### src/rtl/core/wsf_pkg.sv
`timescale 1ns / 1ps
// ----------------------------------------------------------------------------
// wsf_pkg
// Shared types, register indexes and the divisor reciprocal table for the
// 3x3 weighted smoothing filter.
// ----------------------------------------------------------------------------
package wsf_pkg;

    localparam int PIX_W       = 8;
    localparam int DIM_W       = 12;   // image_width / image_height registers
    localparam int WGT_W       = 3;    // center_weight register
    localparam int SUM_W       = 13;   // 255 * (7 + 12) fits in 13 bits
    localparam int RECIP_W     = 15;
    localparam int RECIP_SHIFT = 18;   // SUM_W + 5, exact for divisors below 32
    localparam int CFG_IDX_W   = 2;

    localparam logic [CFG_IDX_W-1:0] REG_IMAGE_WIDTH   = 2'd0;
    localparam logic [CFG_IDX_W-1:0] REG_IMAGE_HEIGHT  = 2'd1;
    localparam logic [CFG_IDX_W-1:0] REG_CENTER_WEIGHT = 2'd2;

    localparam logic [DIM_W-1:0] WIDTH_RESET  = 12'd640;
    localparam logic [DIM_W-1:0] HEIGHT_RESET = 12'd480;
    localparam logic [WGT_W-1:0] WEIGHT_RESET = 3'd4;
    localparam logic [DIM_W-1:0] MIN_DIM      = 12'd3;

    localparam logic MODE_PIXEL = 1'b0;
    localparam logic MODE_DRAIN = 1'b1;

    typedef enum logic [1:0] {
        ST_IDLE,
        ST_FETCH,
        ST_SUM,
        ST_SCALE
    } wsf_state_t;

    // new window column: [0] upper row, [1] middle row, [2] current row
    typedef logic [2:0][PIX_W-1:0] wsf_col_t;

    typedef struct packed {
        logic emit;
        logic border;
        logic line_end;
        logic frame_end;
    } wsf_flags_t;

    // ceil(2^18 / (w + 12))
    function automatic logic [RECIP_W-1:0] wsf_recip(input logic [WGT_W-1:0] w);
        logic [RECIP_W-1:0] r;
        case (w)
            3'd0:    r = 15'd21846;
            3'd1:    r = 15'd20165;
            3'd2:    r = 15'd18725;
            3'd3:    r = 15'd17477;
            3'd4:    r = 15'd16384;
            3'd5:    r = 15'd15421;
            3'd6:    r = 15'd14564;
            default: r = 15'd13798;
        endcase
        return r;
    endfunction

endpackage

### src/rtl/core/wsf_scale.sv
`timescale 1ns / 1ps
// ----------------------------------------------------------------------------
// wsf_scale
// Divides the kernel sum by (weight + 12) through an exact reciprocal
// multiply, saturated to 8 bits.
// ----------------------------------------------------------------------------
module wsf_scale (
    input  logic [wsf_pkg::SUM_W-1:0]  sum,
    input  logic [wsf_pkg::WGT_W-1:0]  weight,
    output logic [wsf_pkg::PIX_W-1:0]  quotient
);
    import wsf_pkg::*;

    localparam int PROD_W = SUM_W + RECIP_W;
    localparam int QW     = PROD_W - RECIP_SHIFT;

    logic [PROD_W-1:0] prod;
    logic [QW-1:0]     q_wide;

    always_comb
    begin
        prod     = PROD_W'(sum) * PROD_W'(wsf_recip(weight));
        q_wide   = prod[PROD_W-1:RECIP_SHIFT];
        quotient = (q_wide > QW'(8'hFF)) ? 8'hFF : q_wide[PIX_W-1:0];
    end

endmodule

### config.mk
export PLATFORM = sky130hd
export DESIGN_NAME = wsf_scale
export DESIGN_NICKNAME = d
export VERILOG_FILES = /design/src/rtl/core/wsf_pkg.sv /design/src/rtl/core/wsf_scale.sv
export SDC_FILE = /design/constraint.sdc
export NUM_CORES = 1
export LEC_CHECK = 0
export ABC_CLOCK_PERIOD_IN_PS = 33200
export BUFFER_PORTS_ARGS = -buffer_cell sky130_fd_sc_hd__buf_2
export CORE_AREA = 10 10 126 128
export DETAILED_ROUTE_END_ITERATION = 6
export DIE_AREA = 0 0 136 138
export PLACE_DENSITY = 0.75
export SLEW_MARGIN = 10
export SYNTH_ARGS = -nofsm -noshare
export SYNTH_HDL_FRONTEND = slang
export SYNTH_SLANG_ARGS = --single-unit
### constraint.sdc
create_clock -name vclk -period 33.2
set_clock_uncertainty 0.2 [all_clocks]
set_input_delay 9.96 -clock vclk [all_inputs]
set_output_delay 9.96 -clock vclk [all_outputs]
set_load 0.02 [all_outputs]
* Yosys cells after proc, flatten, opt, wreduce, memory -nomap -nowiden
Index checks and enable logic that the tools add are counted.
** Storage, ports and cells
- Flip-flop bits (word level) :: 0
- Bits of input ports :: 16
** Cells by class
- $mul :: 1
- Magnitude comparators :: 1
- Equal/unequal tests :: 6
- Mux-type cells :: 2
- Reduce and logical (&&, ||, !) cells :: 1
** Operator list (count)
- $pmux W15 S7 :: 1
- $mul A13 B15 Y28 :: 1
- $gt A10 B8 Y1 const B :: 1
- $eq A3 B3 Y1 const B :: 3
- $mux W8 :: 1
- $eq A3 B2 Y1 const B :: 2
- $eq A3 B1 Y1 const B :: 1
- $logic_not A3 Y1 :: 1

* Logic depth before layout (Yosys ltp)
- Depth after elaboration :: 5
- Depth in mapped cells :: 23

* Worst setup path after synthesis
OpenSTA, ideal clock, no wires.
- Path type :: input to output
- Start point :: input port weight[0] (netlist bit)
- End point :: output port quotient[0] (netlist bit)
- Arrival :: 15.207 ns
- Data required time :: 23.040 ns
- Slack :: 7.833 ns
- Cell stages on the path :: 21
- Path buffers :: 2
- Cells stage by stage :: clkbuf_1 > nand2b_1 > mux2_2 > clkbuf_1 > and2_1 > fa_1 > inv_1 > fa_1 > inv_1 > fa_1 > fa_1 > inv_1 > fa_1 > inv_1 > ha_1 > a211oi_1 > o21a_1 > o22a_1 > nor2_1 > o311ai_4 > nand3_1
** On the way
- Word-level cells in the longest chain between the ends :: 5
** Ends and longest elaborated chain
- start, declared :: RTL line wsf_scale.sv:9 : input logic [wsf_pkg::WGT_W-1:0] weight,
- $eq A3 B3 Y1 (tied with other cells) :: RTL line wsf_pkg.sv:49 : case (w)
- $pmux W15 S7 (*) :: RTL line wsf_pkg.sv:49
- $mul A13 B15 Y28 (*) :: RTL line wsf_scale.sv:22 : prod = PROD_W'(sum) * PROD_W'(wsf_recip(weight));
- $gt A10 B8 Y1 :: RTL line wsf_scale.sv:24 : quotient = (q_wide > QW'(8'hFF)) ? 8'hFF : q_wide[PIX_W-1:0];
- $mux W8 (*) :: RTL line wsf_scale.sv:24
- end, declared :: RTL line wsf_scale.sv:10 : output logic [wsf_pkg::PIX_W-1:0] quotient
Mark *: on every way between the ends. The rest lies on a longest branch, timed or not.

* Worst setup path after layout
- Start point :: input port weight[1] (netlist bit)
- End point :: output port quotient[6] (netlist bit)
The elaborated chain is that of the path after synthesis.

==> impl_metrics.csv <==
group,metric,value,unit
global_route,grt_pass1_vias,5485,
floorplanning,ios,24,
route,vias,5065,
cts,ctsResizeCount,0,
cts,post_cts_hold_buffer_count,0,
finish,area_growth,4.04,%
timing,hold_viol,0,
finish,drive_gt1_frac,0.0595,
place,io_buffers,24,
synthesis,syn_area,6560,µm²
floorplanning,die_x,136,µm
finish,mostFrequentLayoutCell,"inv_1",
route,first_pass_iters,4,
finish,final_cell_mix,"inv_1 (194), fa_1 (142), nand2_1 (124)",
finish,antennaDiodeCount,0,
global_route,track_usage,0.161,
cts,post_cts_buffers,0,
synthesis,syn_nets,1020,
timing,setup_viol,0,
timing,drv_slew,0,
timing,relSlewSlack,0.604,
setup_path,crit_arrival,15.77,ns
setup_path,crit_type,"in2out",
floorplanning,initial_utilization,0.486,
route,wire_per_inst,14.9,µm
run,maxCapViolCount,0,
place,place_congestion,0.893,
floorplanning,placementRows,43,
global_route,grt_start_max_net_pins,16,
finish,fin_nets,1019,
finish,seqCellArea,0,µm²
finish,n_sequential_cell,0,
route,drc,0,
place,pre_cts_slack,7.24,ns
finish,clockBufferCount,0,
synthesis,seq_area_frac_synth,0,
route,drt_iter0_markers,241,
setup_path,cp.required,23.04,ns
worst_hold_path,min_path_type,"in2out",
route,via_per_inst,5.22,
status,status,"completed",
timing,grt_setup_unrepaired,"false",
timing,fmax,38.6,MHz
global_route,grt_first_pass_wirelength,25700,µm
global_route,antenna_found_initial,0,
synthesis,syn_area_per_cell,8.27,µm²
floorplanning,die_area,18800,µm²
timing,setup_tns,0,ns
timing,min_period,25.93,ns
timing,finalCritPeriodShare,0.781,
setup_path,critPathLaunchType,"input port",
timing,tightest_slew,0.592,ns
setup_path,end_kind,"primary output",
synthesis,ys_types,53,
floorplanning,core_area,13500,µm²
synthesis,synthCells,793,
place,hpwl,12300,µm
floorplanning,die_y,138,µm
timing,setup_ws,7.27,ns
place,dpl_cell_area,6830,µm²
global_route,overflow,0,
route,ant_nets,0,
route,drt-total-wl,14500,µm
synthesis,yosysWarnings,0,
setup_path,critPathMaxFanout,14,
finish,final_area,6830,µm²
## final timing paths
kind                  startpoint           to  slack [ns]  cells after the start
worst max-delay path   weight[1]  quotient[6]        7.27                     22
worst min-delay path     sum[12]  quotient[4]       21.28                      9
## routing by layer
metal,global-route usage,up-vias,part of all wire
li1,-,2379,-
met1,0.222,2577,0.44
met2,0.285,99,0.51
met3,0.00507,10,0.035
met4,0.0107,0,0.0071
met5,0,-,0
## cells by family after synthesis
logic type,share of synthesized area
compound gates,0.0853
xor+xnor,0.0128
fa+ha+maj,0.565
buf+inv,0.131
mux,0.00172
simple gates,0.204
## per-stage QoR
step / hold WS (ns) / std cells / utilization
finish: 21.28 / 970 / 0.505
global route: 21.41 / 970 / 0.505
CTS: 21.30 / 970 / 0.505
detailed placement: 21.31 / 970 / 0.505
global placement: 21.28 / 970 / 0.505
floorplan: 20.74 / 793 / -
## area by class of cell
cell class | instances | area, µm²
inverters | 194 | 728
multi-input cells | 565 | 5700
repair buffers | 31 | 173
fillers | 1288 | 6680
well taps | 180 | 225
## cells in the mapped netlist (all sizes together) (2+ instances only)
| cell type | n | area share |
|---|---|---|
| ha | 69 | 0.13 |
| fa | 142 | 0.43 |
| xnor2 | 3 | 0.0040 |
| a21o | 3 | 0.0034 |
| clkbuf | 30 | 0.017 |
| a21oi | 23 | 0.018 |
| nand2 | 124 | 0.071 |
| nand3 | 11 | 0.0084 |
| a211oi | 9 | 0.011 |
| and2 | 89 | 0.085 |
| o211ai | 8 | 0.0099 |
| nor2 | 17 | 0.0097 |
| o21ai | 15 | 0.012 |
| nand2b | 2 | 0.0019 |
| and3 | 2 | 0.0029 |
| buf | 4 | 0.0031 |
| inv | 194 | 0.11 |
| nand3b | 2 | 0.0023 |
| nand4 | 5 | 0.0080 |
| o21bai | 3 | 0.0034 |
| nor3 | 5 | 0.0038 |
| nor2b | 2 | 0.0019 |
| o22a | 2 | 0.0027 |
| xor2 | 4 | 0.0053 |
| nor4 | 2 | 0.0019 |
| a31oi | 2 | 0.0019 |
| o311ai | 2 | 0.0080 |
## critical path, stage by stage
cell      delay, ns
buf_2          0.17
o21ai_0        0.19
buf_4          0.23
nand2_1        0.33
and2_1         0.31
fa_1           0.54
inv_1          0.05
fa_1           0.48
inv_1          0.05
fa_1           0.48
fa_1           0.55
inv_1          0.05
fa_1           0.48
inv_1          0.05
ha_1           0.35
a21oi_1        0.28
o211a_1        0.21
o22a_1         0.18
nor2_1         0.09
o311ai_4       0.44
o211ai_2       0.13
buf_2          0.18
Power is not shown: default switching activity piles up to over one toggle a cycle in this logic, so the estimate is an artifact.
