$ cat src/rtl/core/wsf_pkg.sv
`timescale 1ns / 1ps
// ----------------------------------------------------------------------------
// wsf_pkg
// Shared types, register indexes and the divisor reciprocal table for the
// 3x3 weighted smoothing filter.
// ----------------------------------------------------------------------------
package wsf_pkg;

    localparam int PIX_W       = 8;
    localparam int DIM_W       = 12;   // image_width / image_height registers
    localparam int WGT_W       = 3;    // center_weight register
    localparam int SUM_W       = 13;   // 255 * (7 + 12) fits in 13 bits
    localparam int RECIP_W     = 15;
    localparam int RECIP_SHIFT = 18;   // SUM_W + 5, exact for divisors below 32
    localparam int CFG_IDX_W   = 2;

    localparam logic [CFG_IDX_W-1:0] REG_IMAGE_WIDTH   = 2'd0;
    localparam logic [CFG_IDX_W-1:0] REG_IMAGE_HEIGHT  = 2'd1;
    localparam logic [CFG_IDX_W-1:0] REG_CENTER_WEIGHT = 2'd2;

    localparam logic [DIM_W-1:0] WIDTH_RESET  = 12'd640;
    localparam logic [DIM_W-1:0] HEIGHT_RESET = 12'd480;
    localparam logic [WGT_W-1:0] WEIGHT_RESET = 3'd4;
    localparam logic [DIM_W-1:0] MIN_DIM      = 12'd3;

    localparam logic MODE_PIXEL = 1'b0;
    localparam logic MODE_DRAIN = 1'b1;

    typedef enum logic [1:0] {
        ST_IDLE,
        ST_FETCH,
        ST_SUM,
        ST_SCALE
    } wsf_state_t;

    // new window column: [0] upper row, [1] middle row, [2] current row
    typedef logic [2:0][PIX_W-1:0] wsf_col_t;

    typedef struct packed {
        logic emit;
        logic border;
        logic line_end;
        logic frame_end;
    } wsf_flags_t;

    // ceil(2^18 / (w + 12))
    function automatic logic [RECIP_W-1:0] wsf_recip(input logic [WGT_W-1:0] w);
        logic [RECIP_W-1:0] r;
        case (w)
            3'd0:    r = 15'd21846;
            3'd1:    r = 15'd20165;
            3'd2:    r = 15'd18725;
            3'd3:    r = 15'd17477;
            3'd4:    r = 15'd16384;
            3'd5:    r = 15'd15421;
            3'd6:    r = 15'd14564;
            default: r = 15'd13798;
        endcase
        return r;
    endfunction

endpackage

$ cat src/rtl/core/wsf_window.sv
`timescale 1ns / 1ps
// ----------------------------------------------------------------------------
// wsf_window
// 3x3 neighborhood registers and the registered weighted kernel sum.
// ----------------------------------------------------------------------------
module wsf_window (
    input  logic                        clk,
    input  logic                        rst_n,
    input  logic                        shift_en,
    input  wsf_pkg::wsf_col_t           col_new,
    input  logic                        sum_en,
    input  logic [wsf_pkg::WGT_W-1:0]   weight,
    output logic [wsf_pkg::SUM_W-1:0]   sum,
    output logic [wsf_pkg::PIX_W-1:0]   center
);
    import wsf_pkg::*;

    // win_reg[row][col], col 2 is the newest
    logic [2:0][2:0][PIX_W-1:0] win_reg;
    logic [SUM_W-1:0]           sum_reg;
    logic [PIX_W-1:0]           center_reg;
    logic [SUM_W-1:0]           sum_next;

    always_ff @(posedge clk or negedge rst_n)
    begin
        if (!rst_n)
        begin
            win_reg <= '0;
        end
        else if (shift_en)
        begin
            for (int i = 0; i < 3; i++)
            begin
                win_reg[i][0] <= win_reg[i][1];
                win_reg[i][1] <= win_reg[i][2];
                win_reg[i][2] <= col_new[i];
            end
        end
    end

    always_comb
    begin
        sum_next = SUM_W'(win_reg[0][0]) + SUM_W'(win_reg[0][2])
                 + SUM_W'(win_reg[2][0]) + SUM_W'(win_reg[2][2])
                 + ((SUM_W'(win_reg[0][1]) + SUM_W'(win_reg[1][0])
                   + SUM_W'(win_reg[1][2]) + SUM_W'(win_reg[2][1])) << 1)
                 + SUM_W'(weight) * SUM_W'(win_reg[1][1]);
    end

    always_ff @(posedge clk)
    begin
        if (sum_en)
        begin
            sum_reg    <= sum_next;
            center_reg <= win_reg[1][1];
        end
    end

    assign sum    = sum_reg;
    assign center = center_reg;

endmodule

$ cat config.mk
export PLATFORM = sky130hd
export DESIGN_NAME = wsf_window
export DESIGN_NICKNAME = d
export VERILOG_FILES = /design/src/rtl/core/wsf_pkg.sv /design/src/rtl/core/wsf_window.sv
export SDC_FILE = /design/constraint.sdc
export NUM_CORES = 1
export LEC_CHECK = 0
export ABC_AREA = 0
export BUFFER_PORTS_ARGS = -buffer_cell sky130_fd_sc_hd__buf_2
export CORE_MARGIN = 2
export CORE_UTILIZATION = 30
export DETAILED_ROUTE_END_ITERATION = 6
export GPL_TIMING_DRIVEN = 0
export HOLD_SLACK_MARGIN = 0.15
export PLACE_DENSITY = 0.56
export SLEW_MARGIN = 20
export SYNTH_ARGS = -nofsm -noshare
export SYNTH_HDL_FRONTEND = slang
export SYNTH_SLANG_ARGS = --single-unit
export TNS_END_PERCENT = 100
$ cat constraint.sdc
create_clock -name clk -period 7.8 [get_ports clk]
set_input_delay 0.78 -clock clk [delete_from_list [all_inputs] [get_ports clk]]
set_output_delay 0.78 -clock clk [all_outputs]
set_load 0.02 [all_outputs]
* Word level (Yosys, flattened, before mapping)
Cells that the tools add are included.
** Storage, ports and cells
- Flip-flop bits (word level) :: 93
- Input port bits :: 31
- Output and inout bits :: 21
** Operators by class
- Add/subtract/negate cells :: 8
- Multiply operators :: 1
** Operator list (count)
- adder 10 x 8 -> 11 bit :: 2
- adder 9 x 8 -> 10 bit :: 2
- adder 8 x 8 -> 9 bit :: 2
- adder 11 x 12 -> 13 bit :: 1
- adder 13 x 11 -> 13 bit :: 1
- multiplier 3 x 8 -> 11 bit :: 1

* Longest topological paths before layout
- Depth after elaboration :: 5
- Mapped depth :: 23
- Mapped depth without buffers :: 23

* Worst setup path after synthesis
Ideal clock, no wire load.
- Kind :: register to register
- Start point :: register win_reg[9] (netlist bit)
- End point :: register sum_reg[12] (netlist: sum[12]) (data pin)
- Library setup time :: 0.260 ns
- Data arrival time :: 5.281 ns
- Required time :: 7.540 ns
- Path slack :: 2.259 ns
- Stages on the path, launching flop included :: 23
- Buffers on the path :: 0
- Clock period less this slack :: 5.541 ns
- Cell sequence :: dfrtp_1 > inv_1 > fa_1 > fa_1 > inv_1 > ha_1 > inv_1 > fa_1 > nor2b_1 > o21a_1 > o21a_1 > nor2_1 > fa_1 > inv_1 > fa_1 > fa_1 > inv_1 > ha_1 > and2_1 > o21a_1 > a311o_2 > a221oi_1 > o21bai_1
** On the way
- Word-level cells in the longest chain between the ends :: 5
** RTL lines
- start, declared :: RTL line wsf_window.sv:19 : logic [2:0][2:0][PIX_W-1:0] win_reg;
- start signal, assigned by index :: RTL line wsf_window.sv:34 : win_reg[i][0] <= win_reg[i][1];
- start signal, assigned by index :: RTL line wsf_window.sv:35 : win_reg[i][1] <= win_reg[i][2];
- start signal, assigned by index :: RTL line wsf_window.sv:36 : win_reg[i][2] <= col_new[i];
- adder 8 x 8 -> 9 bit :: RTL line wsf_window.sv:45 : + ((SUM_W'(win_reg[0][1]) + SUM_W'(win_reg[1][0])
- adder 9 x 8 -> 10 bit :: RTL line wsf_window.sv:46 : + SUM_W'(win_reg[1][2]) + SUM_W'(win_reg[2][1])) << 1)
- adder 10 x 8 -> 11 bit :: RTL line wsf_window.sv:46
- adder 11 x 12 -> 13 bit :: RTL line wsf_window.sv:45
- adder 13 x 11 -> 13 bit :: RTL line wsf_window.sv:47 : + SUM_W'(weight) * SUM_W'(win_reg[1][1]);
- net sum_next[12] :: RTL line wsf_window.sv:22 : logic [SUM_W-1:0] sum_next;
- end signal, assigned :: RTL line wsf_window.sv:54 : sum_reg <= sum_next;
- end, declared :: RTL line wsf_window.sv:20 : logic [SUM_W-1:0] sum_reg;
The timed path passes the listed nets, and every way through them passes these cells.
A chain may end at the register's enable or synchronous reset.

* Worst setup path in the final report
Same ends and word-level chain as after synthesis.

==> reports/qor.yml <==
status:
  status: "finished, final reports clean"
global_routing:
  grt_max_degree: 59
  antenna_found_initial: 0
  grtUsageTotal: 0.129
  grt_pass1_vias: 3857
  grt.overflow.total: 0
  grt_pass1_wl_um: 20000
yosys:
  synth_seq_area_share: 0.422
  yosysTopAreaCell: "dfrtp_1"
  syn_inst: 486
  syn-cell-area_mm2: 0.00576
  synthArstFlopShare: 0.774
  ys_types: 34
  avgSynthCellArea_um2: 11.9
  syn_nets: 608
  synthTopCellsByArea: "dfrtp_1 (31%), fa_1 (22%), edfxtp_1 (11%)"
  yosysWarnings: 0
  synth_top_area_share: 0.313
  synth_edf_count: 21
  yosys_most_used_dff: "dfrtp_1"
  synth-seq-cells: 93
sta:
  max-slew-margin-rel: 0.461
  worst_pin_slew_ns: 0.809
  setup_viol: 0
  hold_viol: 0
  clock_skew_ns: 0.00505
  setup_ws_ns: 1.86
  period_share: 0.762
  fmax_mhz: 168
  grt_setup_unrepaired: "no"
  layout_min_cycle_time_ns: 5.94
  slew_viol_final: 0
  tns_ns: 0
final_layout:
  syn2layout_area_growth_pct: 15.1
  drive_above_1_share: 0.210
  seq_area_mm2: 0.00243
  largest_register_ffs: 72
  multi_input_area_mm2: 0.00290
  antenna_cells: 0
  nFillCells: 1863
  finish.net_count: 670
critical_path:
  critPathLaunchType: "register"
  cp.required_ns: 7.90
  crit_arrival_ns: 6.04
  r2r_cells: 22
  crit_type: "reg -> reg"
  endpoint_kind: "register"
  crit_fanout: 5
clock_network:
  clock_sinks: 93
  clock_path_buffers: 2
  cts_hold_buf: 0
  cts_resized: 0
  clk_pin_slew_ns: 0.06
  htreeDepth: 3
  clock_latency_ns: 0.35
  cts_root_buf: "clkbuf_16"
  post-cts-setup-buffer-count: 0
  cts_buffers: 9
  cts_tree: "done"
route:
  drc: 0
  dr_total_vias: 3494
  wl_um: 11800
  drtIter0Drc: 184
  wire_per_inst_um: 15.0
  via_per_inst: 4.44
  firstDrtPassIters: 4
  ant_nets: 0
floorplan:
  num_io_pins: 52
  dieHeight_um: 143
  die_x_um: 143
  num_rows: 50
  fp.dieArea_mm2: 0.0203
  coreArea_mm2: 0.0188
  start_util: 0.307
job:
  maxCapViolCount: 0
placed_design:
  hpwl_um: 9350
  dp_slack_ns: 1.87
  routabilityCongestion: 0.816
  port_buffers: 50
worst_hold_path:
  hp-class: "in -> async"
-- cells by family after synthesis --
| family | synth area share |
|---|---|
| mux | 0.0879 |
| xor+xnor | 0.0182 |
| simple gates | 0.0599 |
| flops | 0.422 |
| fa+ha+maj | 0.278 |
| compound gates | 0.0588 |
| buf+inv | 0.0745 |
-- metal layers --
layer | share of wire | GRT usage | vias to the layer above
met5 | 0 | 0 | -
met4 | 0.020 | 0.0542 | 0
met3 | 0.038 | 0.0236 | 14
met2 | 0.46 | 0.202 | 54
met1 | 0.48 | 0.175 | 1760
li1 | - | - | 1666
-- Yosys cell counts, types with 2 or more instances --
| library cell | number |
|---|---|
| dfrtp_1 | 72 |
| xnor2_1 | 6 |
| ha_1 | 29 |
| a21oi_1 | 8 |
| a21o_1 | 4 |
| o21a_1 | 4 |
| a31oi_1 | 2 |
| buf_1 | 2 |
| nor2b_1 | 2 |
| inv_1 | 103 |
| xor2_1 | 6 |
| and2_1 | 9 |
| fa_1 | 62 |
| nor3_1 | 4 |
| and3_1 | 3 |
| o21ai_0 | 32 |
| mux2_2 | 45 |
| clkbuf_1 | 8 |
| nand2_1 | 45 |
| edfxtp_1 | 21 |
| nor2_1 | 4 |
| or3_1 | 3 |
-- final cells by class --
cell class                      instances  area share
Tap cell                              234      0.0442
Timing Repair Buffer                   51      0.0423
Buffer                                 11     0.00642
Sequential cell                        93       0.367
Multi-Input combinational cell        279       0.437
Inverter                              103      0.0583
Clock inverter                          4     0.00736
Clock buffer                           12      0.0372
-- metrics by stage --
step	hold slack [ns]	instance area, µm²	std cells	util
3_3_place_gp	0.461	6300	770	0.336
6_report	0.286	6630	787	0.353
3_5_place_dp	0.471	6330	771	0.338
5_1_grt	0.292	6630	787	0.353
2_1_floorplan	0.450	5760	486	-
4_1_cts	0.283	6630	787	0.353
-- cells in the final DEF (no fill, tap or decap), types with 2 or more instances in the layout --
master     count
o21ai_0       32
inv_1        103
a31oi_1        2
ha_1          29
dfrtp_1       72
nor2b_1        2
a21o_1         4
xor2_1         6
nand2_1       45
nor2_1         4
clkinv_2       2
buf_2         50
fa_1          62
or3_1          3
buf_1          2
clkbuf_1      10
xnor2_1        6
nor3_1         4
o21a_1         4
clkbuf_16      9
and3_1         3
mux2_2        45
edfxtp_1      21
a21oi_1        8
and2_1         9
-- worst max-delay path: stages, from the launching register on --
cell	delay (ns)
dfrtp_1	0.35
inv_1	0.07
fa_1	0.57
fa_1	0.41
inv_1	0.06
ha_1	0.18
inv_1	0.06
fa_1	0.41
nor2b_1	0.13
o21a_1	0.14
o21a_1	0.18
nor2_1	0.08
fa_1	0.49
inv_1	0.06
fa_1	0.46
fa_1	0.55
inv_1	0.04
ha_1	0.35
and2_1	0.17
o21a_1	0.16
a311o_2	0.41
a221oi_1	0.26
o21bai_1	0.09
-- path summary, 6_finish.rpt --
kind / start / end / slack (ns)
min reg2reg: win_reg[65] / win_reg[57] / 0.48
max reg2reg: win_reg[9] / sum[12] / 1.86
min: rst_n / win_reg[30] / 0.29
min in group clk: win_reg[65] / win_reg[57] / 0.48
max in group asynchronous: rst_n / win_reg[56] / 6.96
max: win_reg[9] / sum[12] / 1.86
Power is not shown: default switching activity piles up to over one toggle a cycle in this logic, so the estimate is an artifact.
